--- src/lfbs_pkg.sv ---
// shared types, constants and the word count table of the layer fetch sequencer
package lfbs_pkg;

  localparam int MAX_BURST   = 256;
  localparam int LAYER_COUNT = 9;

  localparam int LAYER_W = 4;
  localparam int WORDS_W = 26;
  localparam int BURST_W = 9;
  localparam int BEATS_W = 9;
  localparam int ADDR_W  = 32;
  localparam int DATA_W  = 32;
  localparam int LEN_W   = 8;
  localparam int FLIT_W  = 34;

  localparam logic [LAYER_W-1:0] BEFORE_FIRST = 4'hF;
  localparam logic [3:0]         SRC_ID       = 4'hF;
  localparam logic [BEATS_W-1:0] BEATS_MAX    = 9'd511;

  // result kinds
  localparam logic [1:0] KIND_ANNOUNCE = 2'd0;
  localparam logic [1:0] KIND_REQUEST  = 2'd1;
  localparam logic [1:0] KIND_FLIT     = 2'd2;

  // flit type codes
  localparam logic [1:0] FLIT_BODY   = 2'd0;
  localparam logic [1:0] FLIT_TAIL   = 2'd1;
  localparam logic [1:0] FLIT_HEADER = 2'd2;

  // data type codes in header and tail
  localparam logic [1:0] DT_INPUT  = 2'd0;
  localparam logic [1:0] DT_WEIGHT = 2'd1;
  localparam logic [1:0] DT_BIAS   = 2'd2;

  // work handed from front to back
  typedef enum logic [2:0] {
    OP_START_BURST,
    OP_START_EMPTY,
    OP_BEAT,
    OP_BEAT_REQ,
    OP_BEAT_TAIL
  } op_t;

  typedef struct packed {
    op_t                op;
    logic [LAYER_W-1:0] layer;
    logic               bias;
    logic [DATA_W-1:0]  data;
    logic               flag;
    logic [ADDR_W-1:0]  addr;
    logic [LEN_W-1:0]   len;
  } cmd_t;

  localparam int FIFO_DEPTH = 4;
  localparam int FIFO_AW    = 2;

  // words to fetch for one transfer
  function automatic logic [WORDS_W-1:0] word_count(input logic [LAYER_W-1:0] layer,
                                                     input logic bias);
    logic [WORDS_W-1:0] w;
    w = '0;
    case (layer)
      4'd0: w = bias ? 26'd0    : 26'd150528;
      4'd1: w = bias ? 26'd64   : 26'd23232;
      4'd2: w = bias ? 26'd192  : 26'd307200;
      4'd3: w = bias ? 26'd384  : 26'd663552;
      4'd4: w = bias ? 26'd256  : 26'd884736;
      4'd5: w = bias ? 26'd256  : 26'd589824;
      4'd6: w = bias ? 26'd4096 : 26'd37748736;
      4'd7: w = bias ? 26'd4096 : 26'd16777216;
      4'd8: w = bias ? 26'd1000 : 26'd4096000;
      default: w = '0;
    endcase
    return w;
  endfunction

  // size of the next burst
  function automatic logic [BURST_W-1:0] burst_size(input logic [WORDS_W-1:0] rem);
    logic [BURST_W-1:0] b;
    if (rem < WORDS_W'(MAX_BURST)) begin
      b = BURST_W'(rem);
    end else begin
      b = BURST_W'(MAX_BURST);
    end
    return b;
  endfunction

endpackage

--- src/lfbs_front.sv ---
// front part: accepts items, tracks transfer state and issues commands
module lfbs_front (
  input  logic                clk,
  input  logic                rst_n,
  input  logic                accept,
  input  logic                func,
  input  logic [31:0]         beat_data,
  input  logic                beat_last,
  input  logic [1:0]          beat_resp,
  output logic                cmd_push,
  output lfbs_pkg::cmd_t      cmd
);

  logic [lfbs_pkg::LAYER_W-1:0] layer_r, layer_nxt;
  logic                         bias_r, bias_nxt;
  logic                         busy_r, busy_nxt;
  logic [lfbs_pkg::WORDS_W-1:0] rem_r, rem_nxt;
  logic [lfbs_pkg::ADDR_W-1:0]  addr_r, addr_nxt;
  logic [lfbs_pkg::BURST_W-1:0] burst_r, burst_nxt;
  logic [lfbs_pkg::BEATS_W-1:0] beats_r, beats_nxt;

  logic [lfbs_pkg::LAYER_W-1:0] st_layer;
  logic                         st_bias;
  logic [lfbs_pkg::WORDS_W-1:0] st_words;
  logic [lfbs_pkg::BURST_W-1:0] st_burst;
  logic [lfbs_pkg::BEATS_W-1:0] bt_beats;
  logic [lfbs_pkg::WORDS_W-1:0] bt_rem;
  logic [lfbs_pkg::ADDR_W-1:0]  bt_addr;
  logic [lfbs_pkg::BURST_W-1:0] bt_burst;

  // next state and command
  always_comb begin
    layer_nxt = layer_r;
    bias_nxt  = bias_r;
    busy_nxt  = busy_r;
    rem_nxt   = rem_r;
    addr_nxt  = addr_r;
    burst_nxt = burst_r;
    beats_nxt = beats_r;
    cmd_push  = 1'b0;
    cmd.op    = lfbs_pkg::OP_BEAT;
    cmd.layer = layer_r;
    cmd.bias  = bias_r;
    cmd.data  = beat_data;
    cmd.flag  = 1'b0;
    cmd.addr  = '0;
    cmd.len   = '0;

    // start path
    if (!bias_r && layer_r != lfbs_pkg::BEFORE_FIRST && layer_r != '0) begin
      st_layer = layer_r;
      st_bias  = 1'b1;
    end else begin
      st_layer = layer_r + 1'b1;
      st_bias  = 1'b0;
    end
    st_words = lfbs_pkg::word_count(st_layer, st_bias);
    st_burst = lfbs_pkg::burst_size(st_words);

    // beat path
    bt_beats = (beats_r < lfbs_pkg::BEATS_MAX) ? beats_r + 1'b1 : beats_r;
    bt_rem   = (rem_r >= lfbs_pkg::WORDS_W'(burst_r)) ?
               rem_r - lfbs_pkg::WORDS_W'(burst_r) : '0;
    bt_addr  = addr_r + lfbs_pkg::ADDR_W'({burst_r, 2'b00});
    bt_burst = lfbs_pkg::burst_size(bt_rem);

    if (accept) begin
      if (!func) begin
        if (!busy_r && (layer_r == lfbs_pkg::BEFORE_FIRST ||
                        layer_r < lfbs_pkg::LAYER_W'(lfbs_pkg::LAYER_COUNT))) begin
          layer_nxt = st_layer;
          bias_nxt  = st_bias;
          if (st_layer < lfbs_pkg::LAYER_W'(lfbs_pkg::LAYER_COUNT)) begin
            rem_nxt   = st_words;
            addr_nxt  = '0;
            beats_nxt = '0;
            cmd_push  = 1'b1;
            cmd.layer = st_layer;
            cmd.bias  = st_bias;
            if (st_words != '0) begin
              burst_nxt = st_burst;
              busy_nxt  = 1'b1;
              cmd.op    = lfbs_pkg::OP_START_BURST;
              cmd.len   = lfbs_pkg::LEN_W'(st_burst - 1'b1);
            end else begin
              burst_nxt = '0;
              cmd.op    = lfbs_pkg::OP_START_EMPTY;
            end
          end
        end
      end else if (busy_r) begin
        cmd_push = 1'b1;
        if (!beat_last) begin
          beats_nxt = bt_beats;
          cmd.op    = lfbs_pkg::OP_BEAT;
          cmd.flag  = (beat_resp != 2'd0);
        end else begin
          cmd.flag  = (bt_beats != burst_r);
          rem_nxt   = bt_rem;
          addr_nxt  = bt_addr;
          beats_nxt = '0;
          if (bt_rem != '0) begin
            burst_nxt = bt_burst;
            cmd.op    = lfbs_pkg::OP_BEAT_REQ;
            cmd.addr  = bt_addr;
            cmd.len   = lfbs_pkg::LEN_W'(bt_burst - 1'b1);
          end else begin
            busy_nxt = 1'b0;
            cmd.op   = lfbs_pkg::OP_BEAT_TAIL;
          end
        end
      end
    end
  end

  // state registers
  always_ff @(posedge clk) begin
    if (!rst_n) begin
      layer_r <= lfbs_pkg::BEFORE_FIRST;
      bias_r  <= 1'b0;
      busy_r  <= 1'b0;
      rem_r   <= '0;
      addr_r  <= '0;
      burst_r <= '0;
      beats_r <= '0;
    end else begin
      layer_r <= layer_nxt;
      bias_r  <= bias_nxt;
      busy_r  <= busy_nxt;
      rem_r   <= rem_nxt;
      addr_r  <= addr_nxt;
      burst_r <= burst_nxt;
      beats_r <= beats_nxt;
    end
  end

endmodule

--- src/lfbs_cmd_fifo.sv ---
// short command queue between front and back
module lfbs_cmd_fifo (
  input  logic           clk,
  input  logic           rst_n,
  input  logic           push,
  input  lfbs_pkg::cmd_t push_cmd,
  output logic           full,
  input  logic           pop,
  output logic           empty,
  output lfbs_pkg::cmd_t pop_cmd
);

  lfbs_pkg::cmd_t               mem_r [lfbs_pkg::FIFO_DEPTH];
  logic [lfbs_pkg::FIFO_AW-1:0] wr_ptr_r, rd_ptr_r;
  logic [lfbs_pkg::FIFO_AW:0]   count_r;
  logic                         do_push, do_pop;

  // status
  assign full    = (count_r == (lfbs_pkg::FIFO_AW+1)'(lfbs_pkg::FIFO_DEPTH));
  assign empty   = (count_r == '0);
  assign do_push = push && !full;
  assign do_pop  = pop && !empty;
  assign pop_cmd = mem_r[rd_ptr_r];

  // storage
  always_ff @(posedge clk) begin
    if (do_push) begin
      mem_r[wr_ptr_r] <= push_cmd;
    end
  end

  // pointers and count
  always_ff @(posedge clk) begin
    if (!rst_n) begin
      wr_ptr_r <= '0;
      rd_ptr_r <= '0;
      count_r  <= '0;
    end else begin
      if (do_push) begin
        wr_ptr_r <= wr_ptr_r + 1'b1;
      end
      if (do_pop) begin
        rd_ptr_r <= rd_ptr_r + 1'b1;
      end
      if (do_push && !do_pop) begin
        count_r <= count_r + 1'b1;
      end else if (do_pop && !do_push) begin
        count_r <= count_r - 1'b1;
      end
    end
  end

endmodule

--- src/lfbs_back.sv ---
// back part: expands each command into its result items
module lfbs_back (
  input  logic                clk,
  input  logic                rst_n,
  input  logic                cmd_empty,
  input  lfbs_pkg::cmd_t      cmd_in,
  output logic                cmd_pop,
  output logic                out_empty,
  input  logic                out_pop,
  output logic [1:0]          out_kind,
  output logic [3:0]          out_layer,
  output logic                out_layer_type,
  output logic [31:0]         out_req_address,
  output logic [7:0]          out_req_length,
  output logic [33:0]         out_flit,
  output logic                out_resp_error,
  output logic                out_count_mismatch,
  output logic                out_last
);

  logic           cur_valid_r, cur_valid_nxt;
  lfbs_pkg::cmd_t cur_r, cur_nxt;
  logic [1:0]     step_r, step_nxt;
  logic [1:0]     final_step;
  logic           done;
  logic [1:0]     dtype;
  logic [33:0]    hdr_flit, tail_flit, body_flit;

  // steps per command
  always_comb begin
    case (cur_r.op)
      lfbs_pkg::OP_START_BURST: final_step = 2'd2;
      lfbs_pkg::OP_START_EMPTY: final_step = 2'd2;
      lfbs_pkg::OP_BEAT:        final_step = 2'd0;
      lfbs_pkg::OP_BEAT_REQ:    final_step = 2'd1;
      lfbs_pkg::OP_BEAT_TAIL:   final_step = 2'd1;
      default:                  final_step = 2'd0;
    endcase
  end

  // sequencing: load the next command when the current one is drained
  assign done    = !cur_valid_r || (out_pop && step_r == final_step);
  assign cmd_pop = done && !cmd_empty;

  always_comb begin
    cur_valid_nxt = cur_valid_r;
    cur_nxt       = cur_r;
    step_nxt      = step_r;
    if (done) begin
      cur_valid_nxt = !cmd_empty;
      cur_nxt       = cmd_in;
      step_nxt      = 2'd0;
    end else if (out_pop) begin
      step_nxt = step_r + 1'b1;
    end
  end

  always_ff @(posedge clk) begin
    if (!rst_n) begin
      cur_valid_r <= 1'b0;
      step_r      <= 2'd0;
    end else begin
      cur_valid_r <= cur_valid_nxt;
      step_r      <= step_nxt;
    end
  end

  always_ff @(posedge clk) begin
    cur_r <= cur_nxt;
  end

  // flit framing
  always_comb begin
    if (cur_r.layer == '0) begin
      dtype = lfbs_pkg::DT_INPUT;
    end else if (cur_r.bias) begin
      dtype = lfbs_pkg::DT_BIAS;
    end else begin
      dtype = lfbs_pkg::DT_WEIGHT;
    end
  end

  assign hdr_flit  = {lfbs_pkg::FLIT_HEADER, lfbs_pkg::SRC_ID, cur_r.layer, dtype, 22'd0};
  assign tail_flit = {lfbs_pkg::FLIT_TAIL, lfbs_pkg::SRC_ID, cur_r.layer, dtype, 22'd0};
  assign body_flit = {lfbs_pkg::FLIT_BODY, cur_r.data};

  // result fields
  assign out_empty      = !cur_valid_r;
  assign out_layer      = cur_r.layer;
  assign out_layer_type = cur_r.bias;
  assign out_last       = (step_r == final_step);

  always_comb begin
    out_kind           = lfbs_pkg::KIND_FLIT;
    out_req_address    = '0;
    out_req_length     = '0;
    out_flit           = '0;
    out_resp_error     = 1'b0;
    out_count_mismatch = 1'b0;
    case (cur_r.op)
      lfbs_pkg::OP_START_BURST: begin
        if (step_r == 2'd0) begin
          out_kind = lfbs_pkg::KIND_ANNOUNCE;
        end else if (step_r == 2'd1) begin
          out_kind       = lfbs_pkg::KIND_REQUEST;
          out_req_length = cur_r.len;
        end else begin
          out_flit = hdr_flit;
        end
      end
      lfbs_pkg::OP_START_EMPTY: begin
        if (step_r == 2'd0) begin
          out_kind = lfbs_pkg::KIND_ANNOUNCE;
        end else if (step_r == 2'd1) begin
          out_flit = hdr_flit;
        end else begin
          out_flit = tail_flit;
        end
      end
      lfbs_pkg::OP_BEAT: begin
        out_flit       = body_flit;
        out_resp_error = cur_r.flag;
      end
      lfbs_pkg::OP_BEAT_REQ: begin
        if (step_r == 2'd0) begin
          out_flit           = body_flit;
          out_count_mismatch = cur_r.flag;
        end else begin
          out_kind        = lfbs_pkg::KIND_REQUEST;
          out_req_address = cur_r.addr;
          out_req_length  = cur_r.len;
        end
      end
      lfbs_pkg::OP_BEAT_TAIL: begin
        if (step_r == 2'd0) begin
          out_flit           = body_flit;
          out_count_mismatch = cur_r.flag;
        end else begin
          out_flit = tail_flit;
        end
      end
      default: begin
        out_kind = lfbs_pkg::KIND_FLIT;
      end
    endcase
  end

endmodule

--- src/layer_fetch_burst_flit_sequencer.sv ---
// top level of the layer fetch burst and flit sequencer
//
//   channel  | handshake        | payload
//   ---------+------------------+---------------------------------------------
//   input    | in_push/in_full  | in_func, in_beat_data, in_beat_last, in_beat_resp
//   result   | out_empty/out_pop| out_kind, out_layer, out_layer_type, out_req_*,
//            |                  | out_flit, out_resp_error, out_count_mismatch, out_last
//
// an item is taken every cycle while the four-entry command queue has room; the
// front updates transfer state in the cycle of acceptance
// the back hands out one result per cycle while popped: a beat gives one or two,
// a start three, none if ignored, so sustained input rate is set by these counts
// with the back idle, the first result shows once the item is queued and loaded
// synchronous active-low reset returns to the state before the first transfer
module layer_fetch_burst_flit_sequencer (
  input  logic        clk,
  input  logic        rst_n,
  input  logic        in_push,
  output logic        in_full,
  input  logic        in_func,
  input  logic [31:0] in_beat_data,
  input  logic        in_beat_last,
  input  logic [1:0]  in_beat_resp,
  output logic        out_empty,
  input  logic        out_pop,
  output logic [1:0]  out_kind,
  output logic [3:0]  out_layer,
  output logic        out_layer_type,
  output logic [31:0] out_req_address,
  output logic [7:0]  out_req_length,
  output logic [33:0] out_flit,
  output logic        out_resp_error,
  output logic        out_count_mismatch,
  output logic        out_last
);

  logic           accept;
  logic           cmd_push;
  lfbs_pkg::cmd_t cmd_front;
  logic           cmd_empty;
  logic           cmd_pop;
  lfbs_pkg::cmd_t cmd_back;

  assign accept = in_push && !in_full;

  // front: classify items and keep transfer state
  lfbs_front u_front (
    .clk       (clk),
    .rst_n     (rst_n),
    .accept    (accept),
    .func      (in_func),
    .beat_data (in_beat_data),
    .beat_last (in_beat_last),
    .beat_resp (in_beat_resp),
    .cmd_push  (cmd_push),
    .cmd       (cmd_front)
  );

  // queue between the parts
  lfbs_cmd_fifo u_fifo (
    .clk      (clk),
    .rst_n    (rst_n),
    .push     (cmd_push),
    .push_cmd (cmd_front),
    .full     (in_full),
    .pop      (cmd_pop),
    .empty    (cmd_empty),
    .pop_cmd  (cmd_back)
  );

  // back: produce result items
  lfbs_back u_back (
    .clk                (clk),
    .rst_n              (rst_n),
    .cmd_empty          (cmd_empty),
    .cmd_in             (cmd_back),
    .cmd_pop            (cmd_pop),
    .out_empty          (out_empty),
    .out_pop            (out_pop),
    .out_kind           (out_kind),
    .out_layer          (out_layer),
    .out_layer_type     (out_layer_type),
    .out_req_address    (out_req_address),
    .out_req_length     (out_req_length),
    .out_flit           (out_flit),
    .out_resp_error     (out_resp_error),
    .out_count_mismatch (out_count_mismatch),
    .out_last           (out_last)
  );

endmodule
--- config.mk ---
export PLATFORM = sky130hd
export DESIGN_NAME = layer_fetch_burst_flit_sequencer
export DESIGN_NICKNAME = d
export VERILOG_FILES = /design/src/lfbs_pkg.sv /design/src/lfbs_front.sv /design/src/lfbs_cmd_fifo.sv /design/src/lfbs_back.sv /design/src/layer_fetch_burst_flit_sequencer.sv
export SDC_FILE = /design/constraint.sdc
export NUM_CORES = 1
export LEC_CHECK = 0
export ABC_AREA = 0
export BUFFER_PORTS_ARGS = -buffer_cell sky130_fd_sc_hd__clkbuf_2
export CORE_AREA = 2 2 221 223
export CTS_BUF_LIST = sky130_fd_sc_hd__clkbuf_16
export DETAILED_ROUTE_END_ITERATION = 8
export DIE_AREA = 0 0 223 225
export GPL_TIMING_DRIVEN = 0
export PLACE_DENSITY = 0.65
export SLEW_MARGIN = 20
export SYNTH_ARGS = -nofsm -noshare
export SYNTH_HDL_FRONTEND = slang
export SYNTH_SLANG_ARGS = --single-unit
--- constraint.sdc ---
create_clock -name clk -period 4.9 [get_ports clk]
set_input_delay 1.225 -clock clk [delete_from_list [all_inputs] [get_ports clk]]
set_output_delay 1.225 -clock clk [all_outputs]
set_load 0.03 [all_outputs]
After elaboration in Yosys (flattened, before gate mapping)
Memory sizes are Yosys's and may differ from the RTL's. A register that Yosys moved wholly into a read port is not among the register bits. Cells that the tools add are included.

Bits in registers: 92. Bits in writable memories: 324. Bits of input ports: 40. Output and inout port bits: 86. Logic and storage cells: 190. Memories: 1.

Add/subtract/negate cells: 11. $lt $le $gt $ge: 6. Equality and inequality tests: 21. Mux-type cells: 97. Bitwise gates (word level): 2. Reduce and logical (&&, ||, !) cells: 40.

Memory list: u_fifo.mem_r (depth 4, bits a word 81, read ports 1, clocked after memory_dff 1, wr ports 1, RTL line lfbs_cmd_fifo.sv:13) `lfbs_pkg::cmd_t mem_r [lfbs_pkg::FIFO_DEPTH];`.

Operators with widths (count): two-way mux 32 bit (8); case mux 26 bit (9 select lines) (1); two-way mux 26 bit (7); case mux 34 bit (5 select lines) (1); two-way mux 34 bit (4); two-way mux 9 bit (15); two-way mux 41 bit (2); two-way mux 40 bit (2); two-way mux 8 bit (10); two-way mux 33 bit (2); two-way mux 20 bit (3); less-than comparator 26 x 9 -> 1 bit (second input constant) (2); nonzero test 26 bit (2); adder 32 x 11 -> 32 bit (1); greater-or-equal comparator 26 x 9 -> 1 bit (1); subtractor 26 x 9 -> 26 bit (1); two-way mux 25 bit (1); two-way mux 22 bit (1); two-way mux 1 bit (20); two-way mux 19 bit (1); two-way mux 18 bit (1); two-way mux 3 bit (6); == test 4 x 3 -> 1 bit (second input constant) (4); case mux 8 bit (2 select lines) (1); other kinds (39) (80).

Depth between registers and ports, before layout
Gate-level depths: netlist (run 1).

Depth in word-level cells: 14. Gate-level depth with buffers: 17. Gate-level depth less buffers: 17.

Hierarchy
Synthesis (run 1) repeated with hierarchy kept, for this count alone.

Cells, all modules: 1687. Area total of the unflattened synthesis: 22816.9 µm².

Modules (own cells, without submodules): lfbs_cmd_fifo (times used 1, cells each 471, area an instance 12251.8 µm², sequential area each 9909.5 µm²); lfbs_front (times used 1, cells each 973, area an instance 7048.0 µm², sequential area each 1601.5 µm²); lfbs_back (times used 1, cells each 242, area an instance 3503.4 µm², sequential area each 2492.4 µm²); layer_fetch_burst_flit_sequencer (times used 1, cells each 1, area an instance 13.8 µm², sequential area each 0.0 µm²).

Worst setup path after synthesis (run 1)
OpenSTA, ideal clock, no wires.

Path type: register -> register. From: reg u_front.layer_r[0] (netlist name). To: mem u_fifo.mem_r[1][0] (netlist name) (enable). Library setup time: 447 ps. Data arrival time: 4663 ps. Required time: 4453 ps. Path slack: -211 ps. Cell stages (with the launch flop): 13. Buffers on the path: 2. Period minus slack after synthesis: 5111 ps. Cell sequence: dfxtp_1 > buf_1 > inv_1 > ha_1 > nor3b_1 > a311o_1 > mux2i_1 > a21o_1 > a21o_1 > a22o_1 > inv_1 > clkbuf_1 > and2_1.

Cells in the longest elaborated chain, start to end: 12. Elaborated cells on any way between the ends: 18. Those cells by class: add/sub: 1; order compare: 2; eq/ne: 2; mux: 7; reduce/logical: 6.

RTL lines: from (decl) (RTL line lfbs_front.sv:14) `logic [lfbs_pkg::LAYER_W-1:0] layer_r, layer_nxt;`; from (signal assigned) (RTL line lfbs_front.sv:119) `layer_r <= lfbs_pkg::BEFORE_FIRST;`; from (signal assigned) (RTL line lfbs_front.sv:127) `layer_r <= layer_nxt;`; branches (longest 6 deep; another with adder 4 x 1 -> 4 bit); two-way mux 1 bit (*) (RTL line lfbs_front.sv:69) `if (!busy_r && (layer_r == lfbs_pkg::BEFORE_FIRST ||`; two-way mux 1 bit (*) (RTL line lfbs_front.sv:68) `if (!func) begin`; two-way mux 1 bit (*) (RTL line lfbs_front.sv:67) `if (accept) begin`; logical AND 1 bit (*) (RTL line lfbs_cmd_fifo.sv:21) `assign do_push = push && !full;`; via u_fifo.do_push (RTL line lfbs_cmd_fifo.sv:16) `logic do_push, do_pop;`; two-way mux 1 bit (*) (RTL line lfbs_cmd_fifo.sv:27) `if (do_push) begin`; two-way mux 1 bit (not written as such) (*) (RTL line lfbs_cmd_fifo.sv:28) `mem_r[wr_ptr_r] <= push_cmd;`; to (decl) (RTL line lfbs_cmd_fifo.sv:13).

Mark *: on every way through the listed nets, which the timed path passes.

==> implementation parameters, run 1 <==
Parameter                              Value

Run status
  Outcome ... completed

Cells and area
  Area Overhead vs Synth ... 15.1%
  Share of cells above drive strength 1 ... 18.8%
  Net total in the final layout ... 1,862

CTS
  Clock sink count ... 490
  Maximum root-to-sink buffer count ... 3
  Clk pin slew, worst setup/hold paths ... 60 ps
  Worst-skew pair later-pin latency ... 580 ps
  Number of H-tree levels ... 2
  Clock root buffer master ... sky130_fd_sc_hd__clkbuf_16
  Number of buffers added by the clock tree synthesis step ... 49
  Post-CTS Hold Buffers ... 0
  TritonCTS clock tree ... built

Logic synthesis
  Syn Area/Cell ... 13.7 µm²
  Primary FF master, synth ... sky130_fd_sc_hd__edfxtp_1
  Cell count after synthesis ... 1,597
  FF+latch count, synth ... 490
  Warnings from Yosys ... 0
  Number of enable-type register cells in the synthesized netlist ... 400
  Register area share after synthesis ... 63.3%
  Total standard cell area after synthesis ... 0.0218 mm²
  Yosys cell types ... 91
  Share of synthesized flip-flops with an asynchronous set or reset ... 0%

Floorplanning
  Initial Util ... 45.9%
  Row count ... 80
  Core area ... 0.0475 mm²
  Height of the die ... 225 µm
  Die Footprint ... 0.0502 mm²
  Die Width ... 223 µm
  Number of I/O pins ... 126

Worst setup path
  Worst Path Class, Setup ... register to register
  Critical-path cell with the highest stage delay ... sky130_fd_sc_hd__dfxtp_1
  Cell breakdown of the critical path ... inv_1 > fa_1 > a211oi_1 > o21ai_0 > a31oi_1 > xnor2_1 > a2111oi_4 > nand4_4 > a21oi_2 > nand3_1 > ha_1 > xnor2_1 > o21ai_0
  Critical path capture point type ... register
  Number of buffer and inverter instances along the worst setup path ... 1
  Largest delay share family, worst path ... compound AO/OA/AOI/OAI gates
  Crit path largest cell delay ... 560 ps
  Maximum fanout encountered on the critical timing path ... 9
  Data arrival time of the worst path ... 5020 ps
  Required time at the endpoint of the critical path ... 5200 ps
  Critical Path Source Type ... register

Power
  Sequential share of power ... 36.0%
  Power Total ... 16.7 mW
  Design internal power ... 10.2 mW
  Worst-case vdd ir drop ... 481 µV
  Switching pwr ... 6.45 mW
  Areal power density over the cells ... 664 mW/mm²
  Leakage ... 8.61 nW
  Combinational share of power ... 42.1%
  Clock Power Share ... 21.9%
  Switching share of power ... 38.7%

Detailed routing
  Residual antenna-violating net count after detailed routing ... 0
  Final routed DRC violation total ... 0
  Via density per instance ... 5.77
  Vias after detailed routing ... 14,087
  Total routed wirelength ... 52.6 mm
  Routed len/inst ... 21.5 µm
  Number of optimization iterations in the first detailed-route pass ... 5
  Drt first-iter violations ... 1,237

Timing
  Slew of the pin with the lowest slew margin ... 1080 ps
  Post-route clock skew ... 20.3 ps
  Setup TNS ... 0 ps
  Final hold vios ... 0
  Achievable Freq ... 212 MHz
  Minimum period implied by the final worst setup slack ... 4720 ps
  Max-Slew Margin vs Limit ... 27.2%
  Final worst slack ... 176 ps
  Endpoints failing setup ... 0
  Final Slew Violations ... 0
  Ratio of final minimum period to clock period ... 96.4%

GRT
  Initial antenna violation count ... 1
  Total GRT Usage ... 21.1%
  GRT Residual Overflow ... 0
  Number of global-route vias before repair ... 13,927
  Maximum number of pins on one net before global-route repair ... 54
  Wire length of the first global-routing pass ... 81.1 mm

Placement
  Routability congestion estimate ... 0.900
  Pre-CTS WS ... -136 ps
  Count of port buffers added during placement ... 124
  Half-perimeter wire length after placement ... 36.1 mm

Flow run
  Reported max-cap violation count ... 0

Hold path
  HP Class ... register to register
[kinds of logic (layout without fill, tap and decap cells)]
logic type / after synthesis / after routing / synth area share [%]
AOI/OAI and AO/OA: 289 / 289 / 8.84
xor gates and xnor gates: 70 / 70 / 2.81
adders and majority gates: 33 / 33 / 2.00
buffers and inverters: 128 / 354 / 2.39
DFF: 490 / 490 / 63.3
muxes: 95 / 95 / 8.94
other: 2 / 6 / 0.0344
and+or+nand+nor: 490 / 490 / 11.7
[through the flow]
| stage | std cells | hold WS, ps | utilization (%) | area [µm²] |
|---|---|---|---|---|
| floorplan | 1600 | 432 | - | 21800 |
| detailed placement | 2348 | 451 | 49.3 | 23400 |
| CTS | 2435 | 459 | 52.6 | 25000 |
| global route | 2441 | 487 | 52.8 | 25100 |
| global placement | 2339 | 443 | 48.9 | 23200 |
| finish | 2442 | 456 | 52.8 | 25100 |
[flip-flops by register name, summed over array words and instances (netlist names), 3 cells and up]
register / count
u_front.rem_r: 26
u_front.burst_r: 9
u_back.body_flit: 32
u_back.cur_r: 43
u_fifo.count_r: 3
u_fifo.mem_r: 320
u_front.beats_r: 9
u_front.addr_r: 30
u_front.layer_r: 4
u_back.out_layer: 4
[final cells by class]
class | instances | area (µm²)
inverters | 40 | 156
repair buffers | 139 | 853
plain buffers | 87 | 372
flip-flops and latches | 490 | 13800
diodes | 1 | 2.50
clock buffers | 51 | 1280
well taps | 615 | 769
fillers | 3947 | 22400
multi-input cells | 982 | 7570
clock inverters | 37 | 292
[path summary, 6_finish.rpt]
path | from | to | slack, ps | depth (start not counted)
worst max register to register | u_front.burst_r[1] | u_fifo.mem_r[1][2] | 180 | 13
worst min-delay path | u_front.rem_r[0] | u_front.rem_r[0] | 460 | 2
worst min register to register | u_front.rem_r[0] | u_front.rem_r[0] | 460 | 2
worst max-delay path | u_front.burst_r[1] | u_fifo.mem_r[1][2] | 180 | 13
[power groups by stage]
stage / logic (mW) / clock network [mW] / registers [mW]
floorplan: 4.92 / 0 / 5.98
global placement: 6.66 / 0 / 6.10
detailed placement: 6.81 / 0 / 6.08
CTS: 6.84 / 3.73 / 6.00
global route: 7.59 / 3.87 / 6.08
finish: 7.02 / 3.64 / 6.00
[synth_stat cells, drive strengths merged (7+ instances only)]
cell	instances	area, µm²
a211oi	10	92.6
a21o	10	75.1
nand3	47	235
nor2	116	443
and2	80	500
clkbuf	59	221
buf	29	150
or3	8	50.1
nand2	103	389
xor2	23	201
mux4	80	1800
edfxtp	400	12000
o211ai	20	155
nand2b	7	43.8
a21oi	65	325
a31oi	14	87.6
o22ai	11	68.8
ha	30	375
inv	39	146
xnor2	47	412
a22oi	10	75.1
mux2i	15	150
o21ai	79	395
nand4	19	134
nor3	35	180
and3	17	106
dfxtp	90	1800
nor4	12	90.1
a22o	7	61.3
or4	12	101
o32ai	9	78.8
[metal layers]
layer | routed length (µm) | part of all wire, % | global-route usage [%]
met1 | 22800 | 43 | 28.6
met3 | 3720 | 7.1 | 4.50
met5 | 0 | 0 | 0
met2 | 24900 | 47 | 34.5
met4 | 1160 | 2.2 | 5.93
[repair_timing]
action                                  CTS  global route
gates resized for setup                   0            12
endpoints found under the hold margin     0             0
cloned                                    0             0
setup buffers                             0             6
endpoints found under the setup margin    1            70
pin swaps                                 0             1
[worst register-to-register path: stages (launching register included)]
cell                        delay [ps]
sky130_fd_sc_hd__dfxtp_1           560
sky130_fd_sc_hd__inv_1             180
sky130_fd_sc_hd__fa_1              560
sky130_fd_sc_hd__a211oi_1          350
sky130_fd_sc_hd__o21ai_0           300
sky130_fd_sc_hd__a31oi_1           290
sky130_fd_sc_hd__xnor2_1           170
sky130_fd_sc_hd__a2111oi_4         370
sky130_fd_sc_hd__nand4_4           300
sky130_fd_sc_hd__a21oi_2           320
sky130_fd_sc_hd__nand3_1           120
sky130_fd_sc_hd__ha_1              290
sky130_fd_sc_hd__xnor2_1           150
sky130_fd_sc_hd__o21ai_0           490
[placed cells by master, fill, tap and decap left out, drive strengths merged, types with 15 or more instances in the layout]
cell,synthesis,layout
o21ai,79,79
inv,39,50
mux2i,15,15
a21oi,65,65
clkinv,1,16
nand2,103,103
nand3,47,47
mux4,80,80
xor2,23,23
buf,29,42
clkbuf,59,235
dfxtp,90,90
and2,80,80
nand4,19,19
o211ai,20,20
nor2,116,116
edfxtp,400,400
xnor2,47,47
ha,30,30
and3,17,17
nor3,35,35
(Power assumes the default switching activity.)
==> run 2, diff against run 1 <==
--- a/config.mk
+++ b/config.mk
@@ -7,12 +7,11 @@
 export LEC_CHECK = 0
 export ABC_AREA = 0
 export BUFFER_PORTS_ARGS = -buffer_cell sky130_fd_sc_hd__clkbuf_2
-export CORE_AREA = 2 2 221 223
+export CORE_AREA = 2 2 273 275
 export CTS_BUF_LIST = sky130_fd_sc_hd__clkbuf_16
 export DETAILED_ROUTE_END_ITERATION = 8
-export DIE_AREA = 0 0 223 225
+export DIE_AREA = 0 0 275 277
 export GPL_TIMING_DRIVEN = 0
-export PLACE_DENSITY = 0.65
 export SLEW_MARGIN = 20
 export SYNTH_ARGS = -nofsm -noshare
 export SYNTH_HDL_FRONTEND = slang
==> implementation parameters, run 2 (synthesis results as in run 1) <==
Parameter                              Value

CTS
  Post-CTS Hold Buffers ... 0 (unchanged)
  Clk pin slew, worst setup/hold paths ... 60 ps (about the same)
  Worst-skew pair later-pin latency ... 590 ps (about the same)
  TritonCTS clock tree ... built
  Number of H-tree levels ... 2 (unchanged)
  Clock root buffer master ... sky130_fd_sc_hd__clkbuf_16
  Maximum root-to-sink buffer count ... 3 (unchanged)
  Clock sink count ... 490 (unchanged)
  Number of buffers added by the clock tree synthesis step ... 47 (-4.1%)

Detailed routing
  Final routed DRC violation total ... 0 (unchanged)
  Vias after detailed routing ... 14,143 (+0.40%)
  Via density per instance ... 5.07 (-12%)
  Drt first-iter violations ... 950 (-23%)
  Total routed wirelength ... 53.9 mm (+2.5%)
  Residual antenna-violating net count after detailed routing ... 0 (unchanged)
  Number of optimization iterations in the first detailed-route pass ... 5 (unchanged)
  Routed len/inst ... 19.3 µm (-10%)

Timing
  Achievable Freq ... 215 MHz (+1.6%)
  Post-route clock skew ... 31.1 ps (+10.8 ps)
  WHS ... 458 ps (+2.19 ps)
  Slew of the pin with the lowest slew margin ... 1030 ps (-49.3 ps)
  Minimum period implied by the final worst setup slack ... 4650 ps (-75.9 ps)
  Ratio of final minimum period to clock period ... 94.9% (-1.5 points)
  Final hold vios ... 0 (unchanged)
  Final Slew Violations ... 0 (unchanged)
  Max-Slew Margin vs Limit ... 30.9% (+3.7 points)
  Endpoints failing setup ... 0 (unchanged)

Power
  Areal power density over the cells ... 650 mW/mm² (-2.0%)
  Leakage ... 8.61 nW (about the same)
  Worst-case vdd ir drop ... 420 µV (-13%)

Placement
  Routability congestion estimate ... 0.896 (-0.40%)
  Count of port buffers added during placement ... 124 (unchanged)
  Half-perimeter wire length after placement ... 37.2 mm (+3.2%)
  Placed cell area ... 0.0240 mm² (+2.2%)

Worst setup path
  Required time at the endpoint of the critical path ... 3670 ps (-1530 ps)
  R2r worst-path depth ... 16 (+3)
  Number of buffer and inverter instances along the worst setup path ... 5 (+4)
  Cell breakdown of the critical path ... inv_1 > ha_1 > clkbuf_1 > nor3_1 > clkbuf_1 > and2_1 > buf_4 > clkbuf_2
  Critical-path cell with the highest stage delay ... sky130_fd_sc_hd__nor3_1
  Data arrival time of the worst path ... 3420 ps (-1600 ps)
  Capture point of the worst reg-to-reg path ... u_fifo.mem_r[0][6]
  Critical path's most frequent cell ... sky130_fd_sc_hd__clkbuf_1
  Startpoint of the most critical register-to-register path ... u_front.burst_r[0]
  Register-to-register setup slack ... 270 ps (+90 ps)
  Critical Path Source Type ... register
  Worst Path Class, Setup ... register to output port
  Critical path capture point type ... output port
  Crit path largest cell delay ... 880 ps (+320 ps)
  Maximum fanout encountered on the critical timing path ... 10 (+1)
  Largest delay share family, worst path ... simple AND/OR/NAND/NOR gates

Run status
  Outcome ... completed

Cells and area
  Area Overhead vs Synth ... 17.2%
  Area taken by multi-input logic gates ... 0.00759 mm² (+0.23%)
  Max FFs per register ... 320 (unchanged)
  Register ranked first by flip-flop count ... u_fifo.mem_r
  Filler cell count ... 7,138 (+81%)
  Top library cells by usage in the layout, fill and taps aside ... sky130_fd_sc_hd__edfxtp_1, sky130_fd_sc_hd__clkbuf_2, sky130_fd_sc_hd__nor2_1, sky130_fd_sc_hd__nand2_1, sky130_fd_sc_hd__dfxtp_1
  Flip-flop and latch area ... 0.0138 mm² (unchanged)
  Share of cells above drive strength 1 ... 19.0% (+0.20 points)
  N_diodes ... 0 (-1)
  Net total in the final layout ... 1,857 (-0.27%)
  Total non-filler cell area in the finished layout ... 0.0256 mm² (+1.8%)
  Most frequent standard cell in the layout excluding fill and tap cells ... sky130_fd_sc_hd__edfxtp_1

Hold path
  Number of instances on the worst hold path ... 2 (unchanged)
  Source of the worst hold timing path ... u_front.rem_r[4]
  Capture endpoint of the worst hold path ... u_front.rem_r[4]
  HP Class ... register to register

GRT
  Wire length of the first global-routing pass ... 82.7 mm (+2.1%)
  Number of global-route vias before repair ... 14,159 (+1.7%)
  GRT Residual Overflow ... 0 (unchanged)
  Total GRT Usage ... 13.9% (-7.2 points)
  Maximum number of pins on one net before global-route repair ... 64 (+19%)
  Initial antenna violation count ... 0 (-1)

Floorplanning
  Number of I/O pins ... 126 (unchanged)
  Initial Util ... 29.7% (-16 points)
  Row count ... 100 (+25%)
  Height of the die ... 277 µm (+23%)
  Die Footprint ... 0.0762 mm² (+52%)
  Die Width ... 275 µm (+23%)
  Core area ... 0.0736 mm² (+55%)

Flow run
  Reported max-cap violation count ... 0 (unchanged)
## run 2: layout make-up
class	count	share of cell area [%]
Clock buffer	47	4.60
Timing Repair Buffer	136	3.49
Tap cell	969	4.74
Buffer	87	1.45
Multi-Input combinational cell	982	29.7
Sequential cell	490	54.0
Clock inverter	41	1.38
Inverter	40	0.622
## run 2: report_power, final
part / internal (mW) / total (mW) / switching, mW / leakage (nW)
registers: 5.66 / 6.00 / 0.344 / 4.50
logic: 2.47 / 7.04 / 4.57 / 3.33
clock network: 1.99 / 3.57 / 1.58 / 0.774
total: 10.1 / 16.6 / 6.50 / 8.61
## run 2: repair_timing
action | CTS | global route
gates cloned | 0 | 0
pin swaps | 1 | 2
buffers inserted | 0 | 2
resized for setup | 1 | 13
setup endpoints to repair | 7 | 17
## run 2: worst register-to-register path: cells and delay by family (launching register included)
family	cells	cell delay, ps
adders and majority gates	3	970
and+or+nand+nor	3	540
DFF	1	470
AOI/OAI and AO/OA	8	2220
xor gates and xnor gates	1	150
buffers and inverters	1	60
## run 2: worst max path at each step
stage	slack (ps)	to	start	cells after the start
floorplan	660	u_fifo.mem_r[0][0]	u_front.layer_r[0]	12
global placement	-1210	u_fifo.mem_r[0][25]	u_front.layer_r[0]	12
detailed placement	-150	u_fifo.count_r[2]	u_front.layer_r[0]	17
CTS	10	u_fifo.mem_r[0][6]	u_front.burst_r[0]	16
global route	-30	u_fifo.mem_r[0][6]	u_front.burst_r[0]	16
finish	250	out_req_address[1]	u_back.step_r[0]	8
## run 2: through the flow
| step | TNS [ps] | setup slack (ps) | cells | total power [mW] | util [%] |
|---|---|---|---|---|---|
| 2_1_floorplan | 0 | 658 | 1600 | 10.9 | - |
| 3_3_place_gp | -377540 | -1210 | 2693 | 12.8 | 32.2 |
| 3_5_place_dp | -154 | -154 | 2703 | 12.9 | 32.6 |
| 4_1_cts | 0 | 11.0 | 2790 | 16.5 | 34.6 |
| 5_1_grt | -131 | -34.3 | 2792 | 17.5 | 34.8 |
| 6_report | 0 | 252 | 2792 | 16.6 | 34.8 |
## run 2: metal layers
metal  vias to the layer above  track usage (%)  share of wire (%)
li1                       6493                -                  -
met5                         -                0                  0
met1                      7152             17.9                 43
met4                         0             4.42                2.8
met2                       414             24.2                 50
met3                        84             1.60                5.0
